===== config.mk =====
export PLATFORM = sky130hd
export DESIGN_NAME = bvm_control
export DESIGN_NICKNAME = d
export VERILOG_FILES = /design/src/design/bvm_pkg.sv /design/src/design/bvm_control.sv
export SDC_FILE = /design/constraint.sdc
export NUM_CORES = 1
export LEC_CHECK = 0
export ABC_AREA = 1
export BUFFER_PORTS_ARGS = -buffer_cell sky130_fd_sc_hd__buf_2
export CORE_MARGIN = 1
export CORE_UTILIZATION = 28
export CTS_CLUSTER_DIAMETER = 40
export DETAILED_ROUTE_END_ITERATION = 10
export PLACE_DENSITY_LB_ADDON = 0.1
export SLEW_MARGIN = 10
export SYNTH_ARGS = -nofsm -noshare
export SYNTH_HDL_FRONTEND = slang
export SYNTH_SLANG_ARGS = --single-unit

===== constraint.sdc =====
create_clock -name clk -period 1.4 [get_ports clk]
set_input_delay 0.42 -clock clk [delete_from_list [all_inputs] [get_ports clk]]
set_output_delay 0.42 -clock clk [all_outputs]
set_load 0.1 [all_outputs]

===== src/design/bvm_pkg.sv =====
package bvm_pkg;

  localparam int MemoryBytes = 4096;
  localparam int MemAw = $clog2(MemoryBytes);
  localparam int StackDepth = 16;
  localparam int StackAw = $clog2(StackDepth);
  localparam int KeyCount = 16;

  localparam logic [1:0] OP_WRITE = 2'd0;
  localparam logic [1:0] OP_EXEC = 2'd1;
  localparam logic [1:0] OP_COLL = 2'd2;
  localparam logic [1:0] OP_READ = 2'd3;

  localparam logic [11:0] RESET_START = 12'd512;

  typedef struct packed {
    logic [1:0]  operation;
    logic [11:0] address;
    logic [7:0]  data;
    logic [15:0] keypad;
    logic [7:0]  random_byte;
    logic        collision;
  } request_t;

  typedef struct packed {
    logic [11:0] program_counter;
    logic [7:0]  read_data;
    logic        clear_screen;
    logic        draw_request;
    logic [7:0]  draw_x;
    logic [7:0]  draw_y;
    logic [11:0] sprite_address;
    logic [3:0]  sprite_rows;
    logic        invalid_instruction;
    logic        waiting_for_key;
  } result_t;

  // datapath commands
  typedef struct packed {
    logic        capture;   // latch request
    logic        mem_rd;    // read memory at mem_addr, data next cycle
    logic        mem_wr;
    logic [2:0]  mem_asel;  // address source
    logic [1:0]  mem_dsel;  // write data source
    logic        ins_hi;    // latch instruction high byte
    logic        ins_lo;
    logic        execute;   // single-cycle execute of non-memory instruction
    logic        load_v;    // load V[cnt] from memory data
    logic        cnt_inc;
    logic        cnt_clr;
    logic        coll;
    logic        emit;
  } cmd_t;

  localparam logic [2:0] ASEL_REQ = 3'd0;
  localparam logic [2:0] ASEL_PC = 3'd1;
  localparam logic [2:0] ASEL_PC1 = 3'd2;
  localparam logic [2:0] ASEL_ICNT = 3'd3;

  localparam logic [1:0] DSEL_REQ = 2'd0;
  localparam logic [1:0] DSEL_BCD = 2'd1;
  localparam logic [1:0] DSEL_VCNT = 2'd2;

  typedef struct packed {
    logic [1:0]  operation;
    logic [15:0] ins;
    logic [3:0]  cnt;
  } status_t;

endpackage


===== src/design/bvm_control.sv =====
module bvm_control (
  input  logic              clk,
  input  logic              rst,
  input  logic              start,
  input  bvm_pkg::request_t req,
  input  bvm_pkg::status_t  status,
  output bvm_pkg::cmd_t     cmd,
  output logic              busy,
  output logic              done
);

  localparam logic [3:0] S_IDLE = 4'd0;
  localparam logic [3:0] S_FHI = 4'd2;
  localparam logic [3:0] S_FLO = 4'd3;
  localparam logic [3:0] S_DEC = 4'd4;
  localparam logic [3:0] S_BCD = 4'd5;
  localparam logic [3:0] S_STORE = 4'd6;
  localparam logic [3:0] S_LRD = 4'd7;
  localparam logic [3:0] S_LWB = 4'd8;
  localparam logic [3:0] S_EMIT = 4'd9;

  logic [3:0] state, state_next;
  logic done_next;
  logic [3:0] x;
  logic [7:0] kk;
  assign x = status.ins[11:8];
  assign kk = status.ins[7:0];

  always_comb begin
    cmd = '0;
    state_next = state;
    done_next = 1'b0;
    case (state)
      S_IDLE: begin
        if (start) begin
          cmd.capture = 1'b1;
          case (req.operation)
            bvm_pkg::OP_WRITE: begin
              cmd.mem_wr = 1'b1;
              state_next = S_EMIT;
            end
            bvm_pkg::OP_READ: begin
              cmd.mem_rd = 1'b1;
              state_next = S_EMIT;
            end
            bvm_pkg::OP_COLL: begin
              cmd.coll = 1'b1;
              state_next = S_EMIT;
            end
            default: begin
              cmd.mem_rd = 1'b1;
              cmd.mem_asel = bvm_pkg::ASEL_PC;
              state_next = S_FHI;
            end
          endcase
        end
      end
      S_FHI: begin
        cmd.ins_hi = 1'b1;
        cmd.mem_rd = 1'b1;
        cmd.mem_asel = bvm_pkg::ASEL_PC1;
        state_next = S_FLO;
      end
      S_FLO: begin
        // advance pc by two here
        cmd.ins_lo = 1'b1;
        cmd.cnt_clr = 1'b1;
        state_next = S_DEC;
      end
      S_DEC: begin
        if (status.ins[15:12] == 4'hf && kk == 8'h33) begin
          state_next = S_BCD;
        end else if (status.ins[15:12] == 4'hf && kk == 8'h55) begin
          state_next = S_STORE;
        end else if (status.ins[15:12] == 4'hf && kk == 8'h65) begin
          state_next = S_LRD;
        end else begin
          cmd.execute = 1'b1;
          state_next = S_EMIT;
        end
      end
      S_BCD: begin
        cmd.mem_wr = 1'b1;
        cmd.mem_asel = bvm_pkg::ASEL_ICNT;
        cmd.mem_dsel = bvm_pkg::DSEL_BCD;
        cmd.cnt_inc = 1'b1;
        if (status.cnt == 4'd2) state_next = S_EMIT;
      end
      S_STORE: begin
        cmd.mem_wr = 1'b1;
        cmd.mem_asel = bvm_pkg::ASEL_ICNT;
        cmd.mem_dsel = bvm_pkg::DSEL_VCNT;
        cmd.cnt_inc = 1'b1;
        if (status.cnt == x) state_next = S_EMIT;
      end
      S_LRD: begin
        cmd.mem_rd = 1'b1;
        cmd.mem_asel = bvm_pkg::ASEL_ICNT;
        state_next = S_LWB;
      end
      S_LWB: begin
        cmd.load_v = 1'b1;
        cmd.cnt_inc = 1'b1;
        state_next = (status.cnt == x) ? S_EMIT : S_LRD;
      end
      S_EMIT: begin
        cmd.emit = 1'b1;
        done_next = 1'b1;
        state_next = S_IDLE;
      end
      default: state_next = S_IDLE;
    endcase
  end

  always_ff @(posedge clk) begin
    if (rst) begin
      state <= S_IDLE;
      done <= 1'b0;
    end else begin
      state <= state_next;
      done <= done_next;
    end
  end

  assign busy = state != S_IDLE;

  a_done_follows_emit: assert property (@(posedge clk) disable iff (rst)
    cmd.emit |=> done) else $error("done missing after emit");
  a_idle_after_emit: assert property (@(posedge clk) disable iff (rst)
    cmd.emit |=> state == S_IDLE) else $error("not idle after emit");
  a_capture_only_idle: assert property (@(posedge clk) disable iff (rst)
    cmd.capture |-> !busy) else $error("capture while busy");

endmodule

== Word level (Yosys, flattened, before mapping) ==
Cells that the tools add are included.
Widths: inputs -> output; s select.

* Output and inout port bits: 18
* Register bits: 5
* Logic and storage cells: 64
* Input bits: 72

* Equality and inequality tests: 19
* Muxes and demuxes: 30
* Reduce and logical (&&, ||, !) cells: 13

{| class="wikitable"
|+ Operator list
! cell !! count
|-
| $mux 4 || 8
|-
| $pmux 4 s8 || 1
|-
| $eq 4x3->1 const B || 4
|-
| $eq 8x7->1 const B || 2
|-
| $mux 1 || 16
|-
| $eq 4x2->1 const B || 3
|-
| $eq 4x4->1 const B || 3
|-
| $pmux 3 s3 || 1
|-
| $reduce_or 3->1 || 3
|-
| $eq 8x6->1 const B || 1
|-
| $mux 6 || 1
|-
| $ne 2x2->1 const B || 3
|-
| $reduce_or 2->1 || 3
|-
| $eq 2x2->1 const B || 2
|-
| $eq 4x4->1 || 1
|-
| $logic_not 4->1 || 1
|-
| $pmux 1 s2 || 2
|-
| $pmux 2 s2 || 1
|-
| $reduce_bool 4->1 || 1
|-
| $logic_and 1x1->1 || 3
|-
| $reduce_and 3->1 || 1
|-
| $logic_not 2->1 || 1
|}

== Logic depth before layout (Yosys ltp) ==
Gate-level depths: netlist (run 1).

* Depth in word-level cells: 6
* Mapped depth: 10

== Worst setup path after synthesis (run 1) ==
Ideal clock, no wire load.

* Path type: reg2out
* From: register state[0]
* To: output port cmd[1] (netlist name)
* Buffers on the path: 0
* Stages on the path, launching flop included: 6
* Required time: 980 ps
* Arrival time: 4,090 ps
* Setup slack: -3,110 ps
* Cells stage by stage: dfxtp_1 nor2_2 nand2_2 nor2_2 inv_2 nor3_1

{| class="wikitable"
|+ RTL lines
! element !! RTL line !! text
|-
| from (decl) || bvm_control.sv:22 || <nowiki>logic [3:0] state, state_next;</nowiki>
|-
| from (signal assigned) || bvm_control.sv:120 || <nowiki>state <= state_next;</nowiki>
|-
| to (decl) || bvm_control.sv:7 || <nowiki>output bvm_pkg::cmd_t cmd,</nowiki>
|}

==> results of run 1 <==
[layer usage]
layer / global-route usage, % / part of all wire [%] / vias to the layer above
li1: - / - / 555
met1: 23.8 / 39 / 484
met2: 43.0 / 56 / 35
met3: 3.57 / 3.6 / 2
met4: 4.05 / 1.3 / 0
met5: 0 / 0 / -
[registers in the layout (all words and copies together) (netlist names)]
signal and flops:
done 1, state 4
[worst max-delay path, stage by stage (launching register included)]
cell	delay (ns)
dfxtp_2	0.33
nor2_4	0.18
buf_4	0.16
buf_6	0.10
nand3_4	0.07
buf_6	0.13
clkinvlp_4	0.08
buf_12	0.17
[cells in the mapped netlist, drive strengths merged]
library cell	instances
o211ai	1
nand3	11
o21ai	1
a21oi	4
o31ai	1
inv	26
a21boi	1
nand2	47
dfxtp	5
buf	3
nand3b	1
nor3b	1
nand4	1
nor4	1
nor2	16
conb	1
nor3	6
[cell families (layout without fill, tap and decap cells)]
group                  Yosys count  in the layout
buffers and inverters           29            110
and+or+nand+nor                 84             84
AOI/OAI and AO/OA                8              8
other                            1              1
DFF                              5              5
[path summary, 6_finish.rpt]
check / to / slack, ns / start / cells after the start
max: cmd[7] / -0.50 / state[2]$_SDFFE_PP0P_ / 7
min: state[0]$_SDFFE_PP0P_ / 0.42 / rst / 2
max reg2reg: state[1]$_SDFFE_PP0P_ / -0.11 / state[2]$_SDFFE_PP0P_ / 11
min reg2reg: done$_SDFF_PP0_ / 0.67 / state[2]$_SDFFE_PP0P_ / 2
[area by class of cell]
| cell class | instances | area [µm²] |
|---|---|---|
| Clock buffer | 3 | 22.5 |
| Clock inverter | 1 | 5.00 |
| Fill cell | 158 | 459 |
| Inverter | 26 | 124 |
| Multi-Input combinational cell | 93 | 674 |
| Sequential cell | 5 | 108 |
| Tap cell | 28 | 35.0 |
| Timing Repair Buffer | 80 | 827 |
[power groups by stage]
stage | sequential, W | combinational, W | clock (W)
detailed placement | 0.000248 | 0.00310 | 0
CTS | 0.000250 | 0.00355 | 0.000174
finish | 0.000260 | 0.00374 | 0.000172
floorplan | 0.000291 | 0.00188 | 0
global route | 0.000263 | 0.00388 | 0.000184
global placement | 0.000246 | 0.00307 | 0
[metrics by stage]
step	power (W)	setup WS, ns	hold WS [ns]
after global routing	0.00433	-0.550	0.408
after global placement	0.00332	-0.269	0.580
after detailed placement	0.00335	-0.289	0.587
final	0.00417	-0.499	0.416
after floorplan	0.00217	-1.33	0.482
after CTS	0.00397	-0.495	0.389
[timing repair]
item	CTS	global route
pin swaps	12	8
buffers inserted	9	8
resized for setup	25	22
setup endpoints to repair	20	20
cloned	0	0
==> metrics.csv, run 1 <==
stage;metric;value;unit
outcome;outcome;finished, violations left;
outcome;violations;setup timing;
route;routedWlPerCell;11.8;µm
placed_design;gp_congestion;0.725;
clock_tree;cts_sinks;5;
pwr;p_leak;0.882;nW
route;ant_nets;0;
worst_setup_path;criticalPathCategory;flip-flop to output pin;
timing;fin_crit;1.90;ns
clock_tree;htreeDepth;1;
pwr;clock_power_share;4.1;%
synthesis;avgSynthCellArea;5.36;µm²
cells_and_area;final_cell_mix;33 x nand2_1, 24 x buf_2, 24 x buf_4;
global_routing;antenna_found_initial;0;
clock_tree;clk_latency;0.25;ns
cells_and_area;layoutNonFillerInstCount;236;
timing;setup_viol;20;
timing;grt_setup_unrepaired;true;
synthesis;synth_fp_nets;199;
synthesis;synthMuxAreaShare;0;%
synthesis;yosysWarningCount;0;
synthesis;synth.distinct_cells;25;
clock_tree;ctsHoldBuffers;0;
pwr;p_sw;0.00234;W
run;drv_cap;0;
timing;finalCritPeriodShare;136;%
synthesis;syn_area;681;µm²
worst_setup_path;cp-end-kind;output pin;
timing;fin_setup_tns;-6.71;ns
timing;fin_ws;-0.499;ns
synthesis;synth.largest_area_cell;nand2_1;
die;start_util;30.2;%
pwr;pwr-share-comb;89.6;%
global_routing;grt_remaining_overflow;0;
die;ioPinCount;90;
cells_and_area;finish.utilization;79.6;%
clock_tree;clk_path_buf_depth;2;
global_routing;grt_usage;21.7;%
synthesis;postSynthCellCount;127;
clock_tree;cts_buffers;3;
global_routing;grt_pass1_vias;1020;
synthesis;synthSimpleGateAreaFrac;58.8;%
die;die_area;2630;µm²
pwr;power_density;2320;nW/µm²
min_path;hold_class;input pin to flip-flop;
route;drt_iter0_drc;12;
die;die_h;51.3;µm
timing;clock_skew;0.0112;ns
placed_design;dp_cells;220;
cells_and_area;area_growth;164;%
synthesis;yosysSeqAreaShare;14.7;%
cells_and_area;layout-drive-gt1-share;65.9;%
route;vias;1076;
cells_and_area;antenna_cells;0;
clock_tree;cts_tree;yes;
synthesis;ys_ff_latch;5;
synthesis;yosys-top-cells-area;nand2_1 24%, dfxtp_1 15%, inv_1 11%, nand3_1 7.4%, nor2_1 6.1%;
die;coreArea;2250;µm²
die;fp-row-count;17;
timing;hold_viol_final;0;
worst_setup_path;arrival;1.48;ns
die;die_w;51.3;µm
timing;final_max_slew_viol_count;0;
pwr;swShare;56.1;%
worst_setup_path;crit_fanout;3;
pwr;ir_drop;2040;µV
synthesis;synthXorXnorAreaFrac;0;%
route;firstDrtPassIters;4;
synthesis;synth_top_area_share;24.3;%
global_routing;grt_max_degree;6;
cells_and_area;nets;281;
synthesis;synth_adder_area_share;0;%
timing;max_freq;0.527;GHz
pwr;p_seq_share;6.2;%
synthesis;synth_compound_area_share;8.27;%
clock_tree;path_clk_slew;0.05;ns
route;drc;0;
pwr;internal_power;0.00183;W
worst_setup_path;worst_ep_required_time;0.98;ns
placed_design;dp_hpwl;1920;µm
route;routed_wirelength;2790;µm
route;viasPerCell;4.56;
cells_and_area;stdcell_area;1800;µm²
cells_and_area;final_common_cell;nand2_1;
placed_design;placed_area;1480;µm²
synthesis;synth_top_family_by_area;simple AND/OR/NAND/NOR gates;
global_routing;grt_pass1_wl;4310;µm
clock_tree;cts-root-buf;clkbuf_4;
placed_design;port_buffers;41;
worst_setup_path;cp-start-kind;flip-flop;
(Power assumes the default switching activity.)
==> run 2, diff against run 1 <==
- CORE_UTILIZATION: 28 -> 33
- clock period: 1.4 -> 2.4 ns (I/O delays scaled with it)
==> metrics.csv, run 2 (same netlist as run 1, synthesis figures left out) <==
stage;metric;value;unit
outcome;outcome;finished clean;
cells_and_area;final_common_cell;nand2_1;
route;ant_nets;0;
worst_setup_path;crit_fanout;4;
route;vias;869;
cells_and_area;area_growth;61.2;%
pwr;ir_drop;1270;µV
cells_and_area;layout-drive-gt1-share;41.8;%
global_routing;grt_max_degree;7;
worst_setup_path;crit_cells;7;
route;drc;0;
pwr;internal_power;0.000526;W
pwr;swShare;67.4;%
timing;clock_skew;0.00149;ns
worst_setup_path;crit_chain;nor2_4, nand2_8, nor2_4, buf_4, nand2_1, o211ai_1, buf_12;
pwr;p_sw;0.00109;W
clock_tree;htreeDepth;1;
global_routing;grt_remaining_overflow;0;
timing;fin_ws;0.0989;ns
cells_and_area;final_cell_mix;44 x nand2_1, 35 x buf_2, 20 x inv_1;
pwr;clock_power_share;6.2;%
clock_tree;path_clk_slew;0.05;ns
min_path;whs_endpoint;done$_SDFF_PP0_;
die;fp-row-count;16;
global_routing;grt_usage;17.3;%
placed_design;dp_slack;0.0955;ns
timing;fin_crit;2.30;ns
min_path;hold_depth;1;
pwr;p_seq_share;10.0;%
die;die_h;47.4;µm
cells_and_area;top_regs;state (4), done (1);
route;firstDrtPassIters;4;
die;coreArea;1940;µm²
clock_tree;clk_latency;0.24;ns
global_routing;grt_pass1_vias;754;
global_routing;antenna_found_initial;0;
timing;max_freq;0.435;GHz
timing;final_max_slew_viol_count;0;
clock_tree;clk_path_buf_depth;2;
placed_design;gp_congestion;0.790;
cells_and_area;nets;243;
worst_setup_path;worst_path_dominant_cell_family;simple AND/OR/NAND/NOR gates;
die;die_area;2250;µm²
pwr;total_power;0.00162;W
placed_design;port_buffers;41;
pwr;pwr-share-comb;83.7;%
clock_tree;cts-root-buf;clkbuf_4;
route;viasPerCell;4.41;
worst_setup_path;cp-start-kind;flip-flop;
timing;finalCritPeriodShare;95.9;%
worst_setup_path;rr_startpoint;state[3]$_SDFFE_PP0P_;
timing;setup_viol;0;
cells_and_area;largest_register_ff_count;4;
pwr;p_leak;0.642;nW
timing;fin_setup_tns;0;ns
cells_and_area;stdcell_area;1100;µm²
worst_setup_path;path_buf_inv;2;
worst_setup_path;r2r-end;state[3]$_SDFFE_PP0P_;
worst_setup_path;cp-end-kind;output pin;
route;drt_iter0_drc;14;
worst_setup_path;criticalPathCategory;flip-flop to output pin;
clock_tree;cts_buffers;3;
placed_design;placed_area;1060;µm²
route;routedWlPerCell;9.29;µm
placed_design;dp_hpwl;1540;µm
worst_setup_path;rr_worst_depth;8;
min_path;hold_class;flip-flop to flip-flop;
worst_setup_path;max_stage_delay;0.35;ns
worst_setup_path;path_common_cell;nor2_4;
timing;grt_setup_unrepaired;false;
timing;hold_viol_final;0;
worst_setup_path;rrSetupSlack;1.13;ns
clock_tree;cts_tree;yes;
die;start_util;35.1;%
pwr;power_density;1470;nW/µm²
die;ioPinCount;90;
route;routed_wirelength;1830;µm
worst_setup_path;arrival;1.58;ns
global_routing;grt_pass1_wl;2800;µm
run;drv_cap;0;
worst_setup_path;worst_ep_required_time;1.68;ns
worst_setup_path;cp_slowest_cell;dfxtp_1;
die;die_w;47.4;µm
clock_tree;cts_sinks;5;
cells_and_area;antenna_cells;0;
min_path;hold_start;state[2]$_SDFFE_PP0P_;
cells_and_area;regMostFlops;state;
==> run 2: cell types whose count changed in the layout (fill, tap and decap cells not counted), sizes merged <==
cell / before / now
clkinvlp: 3 / 0
inv: 23 / 26
buf: 80 / 42
clkinv: 1 / 0
clkbuf: 3 / 4
==> run 2: power groups by stage <==
stage	registers [W]	logic (W)	clock network [W]
3_3_place_gp	0.000163	0.00134	0
5_1_grt	0.000167	0.00143	0.000106
3_5_place_dp	0.000164	0.00134	0
2_1_floorplan	0.000168	0.00106	0
6_report	0.000162	0.00135	0.000101
4_1_cts	0.000163	0.00134	0.000107
==> run 2: timing repair <==
item,4_1_cts,5_1_grt
gates resized for setup,0,2
setup buffers,0,1
hold buffers,0,0
endpoints found under the setup margin,0,2
==> run 2: area by class of cell <==
type	count	area (µm²)
timing repair buffer	42	303
inverter	26	100
fill	211	845
tap	27	33.8
clock buffer	4	26.3
multi-input combinational	93	531
sequential	5	104
==> run 2: worst max path at each step <==
| stage | to | start | slack, ns |
|---|---|---|---|
| 3_5_place_dp | cmd[5] | status[5] | 0.1 |
| 5_1_grt | cmd[14] | state[3]$_SDFFE_PP0P_ | 0.02 |
| 4_1_cts | cmd[13] | state[2]$_SDFFE_PP0P_ | 0.04 |
| 2_1_floorplan | cmd[13] | state[2]$_SDFFE_PP0P_ | -0.63 |
| 3_3_place_gp | cmd[5] | status[5] | 0.11 |
| 6_report | cmd[14] | state[3]$_SDFFE_PP0P_ | 0.1 |
==> run 2: per-layer routing <==
layer	track usage, %	vias up	share of wire (%)	wire [µm]
li1	-	477	-	-
met1	23.2	360	48	876
met2	29.0	32	46	847
met3	1.89	0	5.8	107
met4	5.14	0	0	0
met5	0	-	0	0
==> run 2: per-stage QoR <==
step	cells	hold WS, ns	util (%)
floorplan	127	0.517	-
global placement	192	0.541	54.5
detailed placement	192	0.545	54.5
CTS	196	0.546	55.9
global route	197	0.569	56.5
finish	197	0.548	56.5
==> run 3, diff against run 2 <==
- ABC_CLOCK_PERIOD_IN_PS: not set -> 2400
- PLACE_DENSITY: not set -> 0.83
- PLACE_DENSITY_LB_ADDON: 0.1 -> not set
==> metrics.csv, run 3 (same netlist as run 1, synthesis figures left out) <==
stage;metric;value;unit
pwr;pwr-share-comb;83.7;%
timing;fin_setup_tns;0;ns
pwr;power_density;1480;nW/µm²
cells_and_area;final_common_cell;nand2_1;
cells_and_area;nets;244;
clock_tree;clk_latency;0.24;ns
timing;setup_viol;0;
cells_and_area;fill_cells;206;
outcome;outcome;finished clean;
timing;grt_setup_unrepaired;false;
route;drc;0;
pwr;p_leak;0.647;nW
route;routedWlPerCell;10.4;µm
pwr;p_seq_share;10.4;%
min_path;hold_class;flip-flop to flip-flop;
clock_tree;cts-root-buf;clkbuf_4;
worst_setup_path;max_stage_delay;0.21;ns
timing;clock_skew;0.00350;ns
cells_and_area;seqCellArea;104;µm²
timing;max_freq;0.440;GHz
worst_setup_path;arrival;1.55;ns
worst_setup_path;path_buf_inv;4;
die;fp-row-count;16;
timing;final_max_slew_viol_count;0;
global_routing;grt_usage;19.9;%
route;drt_iter0_drc;30;
timing;fin_crit;2.27;ns
die;ioPinCount;90;
die;start_util;35.1;%
cells_and_area;regMostFlops;state;
route;ant_nets;0;
timing;finalCritPeriodShare;94.6;%
cells_and_area;layout-drive-gt1-share;40.9;%
cells_and_area;antenna_cells;0;
cells_and_area;top_regs;state (4), done (1);
die;die_w;47.4;µm
die;die_area;2250;µm²
worst_setup_path;criticalPathCategory;input pin to output pin;
clock_tree;cts_tree;yes;
route;firstDrtPassIters;6;
timing;fin_hold_ws;0.581;ns
cells_and_area;largest_register_ff_count;4;
cells_and_area;area_growth;61.6;%
pwr;swShare;67.7;%
clock_tree;ctsHoldBuffers;0;
pwr;clock_power_share;5.9;%
pwr;p_sw;0.00110;W
route;viasPerCell;4.76;
clock_tree;path_clk_slew;0.04;ns
cells_and_area;multi_input_area;526;µm²
worst_setup_path;cp-end-kind;output pin;
route;vias;943;
global_routing;grt_max_degree;7;
die;die_h;47.4;µm
die;coreArea;1940;µm²
clock_tree;cts_sinks;5;
placed_design;port_buffers;41;
global_routing;grt_pass1_vias;891;
global_routing;grt_pass1_wl;3290;µm
global_routing;antenna_found_initial;0;
pwr;ir_drop;1490;µV
placed_design;gp_congestion;0.893;
placed_design;dp_hpwl;1740;µm
worst_setup_path;crit_chain;buf_2, inv_1, nor2_4, inv_4, o31ai_4, buf_12;
timing;hold_viol_final;0;
timing;fin_ws;0.129;ns
worst_setup_path;crit_fanout;3;
global_routing;grt_remaining_overflow;0;
route;routed_wirelength;2070;µm
worst_setup_path;worst_path_dominant_cell_family;buffers and inverters;
clock_tree;clk_path_buf_depth;2;
worst_setup_path;cp_slowest_cell;o31ai_4;
pwr;total_power;0.00163;W
run;drv_cap;0;
worst_setup_path;cp-start-kind;input pin;
pwr;internal_power;0.000526;W
clock_tree;htreeDepth;1;
clock_tree;cts_buffers;3;
worst_setup_path;worst_ep_required_time;1.68;ns
placed_design;dp_slack;0.107;ns
cells_and_area;final_cell_mix;44 x nand2_1, 35 x buf_2, 20 x inv_1;
run 3: power groups by stage:
| stage | Combinational, W | Clock [W] | Sequential [W] |
|---|---|---|---|
| final | 0.00136 | 0.0000960 | 0.000168 |
| after CTS | 0.00136 | 0.0000990 | 0.000169 |
| after global placement | 0.00133 | 0 | 0.000164 |
| after floorplan | 0.00106 | 0 | 0.000168 |
| after global routing | 0.00143 | 0.000110 | 0.000173 |
| after detailed placement | 0.00135 | 0 | 0.000169 |
run 3: per-layer routing:
layer | global-route usage (%) | wire length, µm | vias up | share of wire, %
li1 | - | - | 476 | -
met1 | 22.1 | 871 | 418 | 42
met2 | 38.4 | 1020 | 47 | 50
met3 | 3.40 | 155 | 2 | 7.5
met4 | 5.71 | 14 | 0 | 0.68
met5 | 0 | 0 | - | 0
run 3: timing repair:
| action | CTS | global route |
|---|---|---|
| setup endpoints to repair | 0 | 1 |
| resized for setup | 0 | 0 |
| setup buffers | 0 | 1 |
run 3: path summary, 6_finish.rpt:
check,from,endpoint,slack [ns],depth (start not counted)
hold / removal,state[2]$_SDFFE_PP0P_,done$_SDFF_PP0_,0.58,1
setup / recovery,start,cmd[13],0.13,6
hold reg to reg,state[2]$_SDFFE_PP0P_,done$_SDFF_PP0_,0.58,1
setup reg to reg,state[3]$_SDFFE_PP0P_,state[0]$_SDFFE_PP0P_,1.09,8
run 3: cell type report:
cell class	count	area share [%]
clock buffer	4	2.39
inverter	26	9.10
multi-input combinational	93	47.8
sequential	5	9.44
tap	27	3.07
timing repair buffer	43	28.2
run 3: per-stage QoR:
stage               cells  instance area [µm²]  utilization (%)
finish                198                 1100             56.6
global route          198                 1100             56.6
CTS                   197                 1090             56.3
detailed placement    193                 1070             54.9
global placement      193                 1070             54.9
floorplan             127                  752                -
run 3: worst register-to-register path, cell delays in order, from the launching register on:
cell	delay, ns
dfxtp_1	0.42
inv_2	0.10
nand2_4	0.14
nor2_4	0.06
nand2_2	0.08
nand2_1	0.07
a21oi_2	0.15
nand2_1	0.07
a21oi_1	0.14
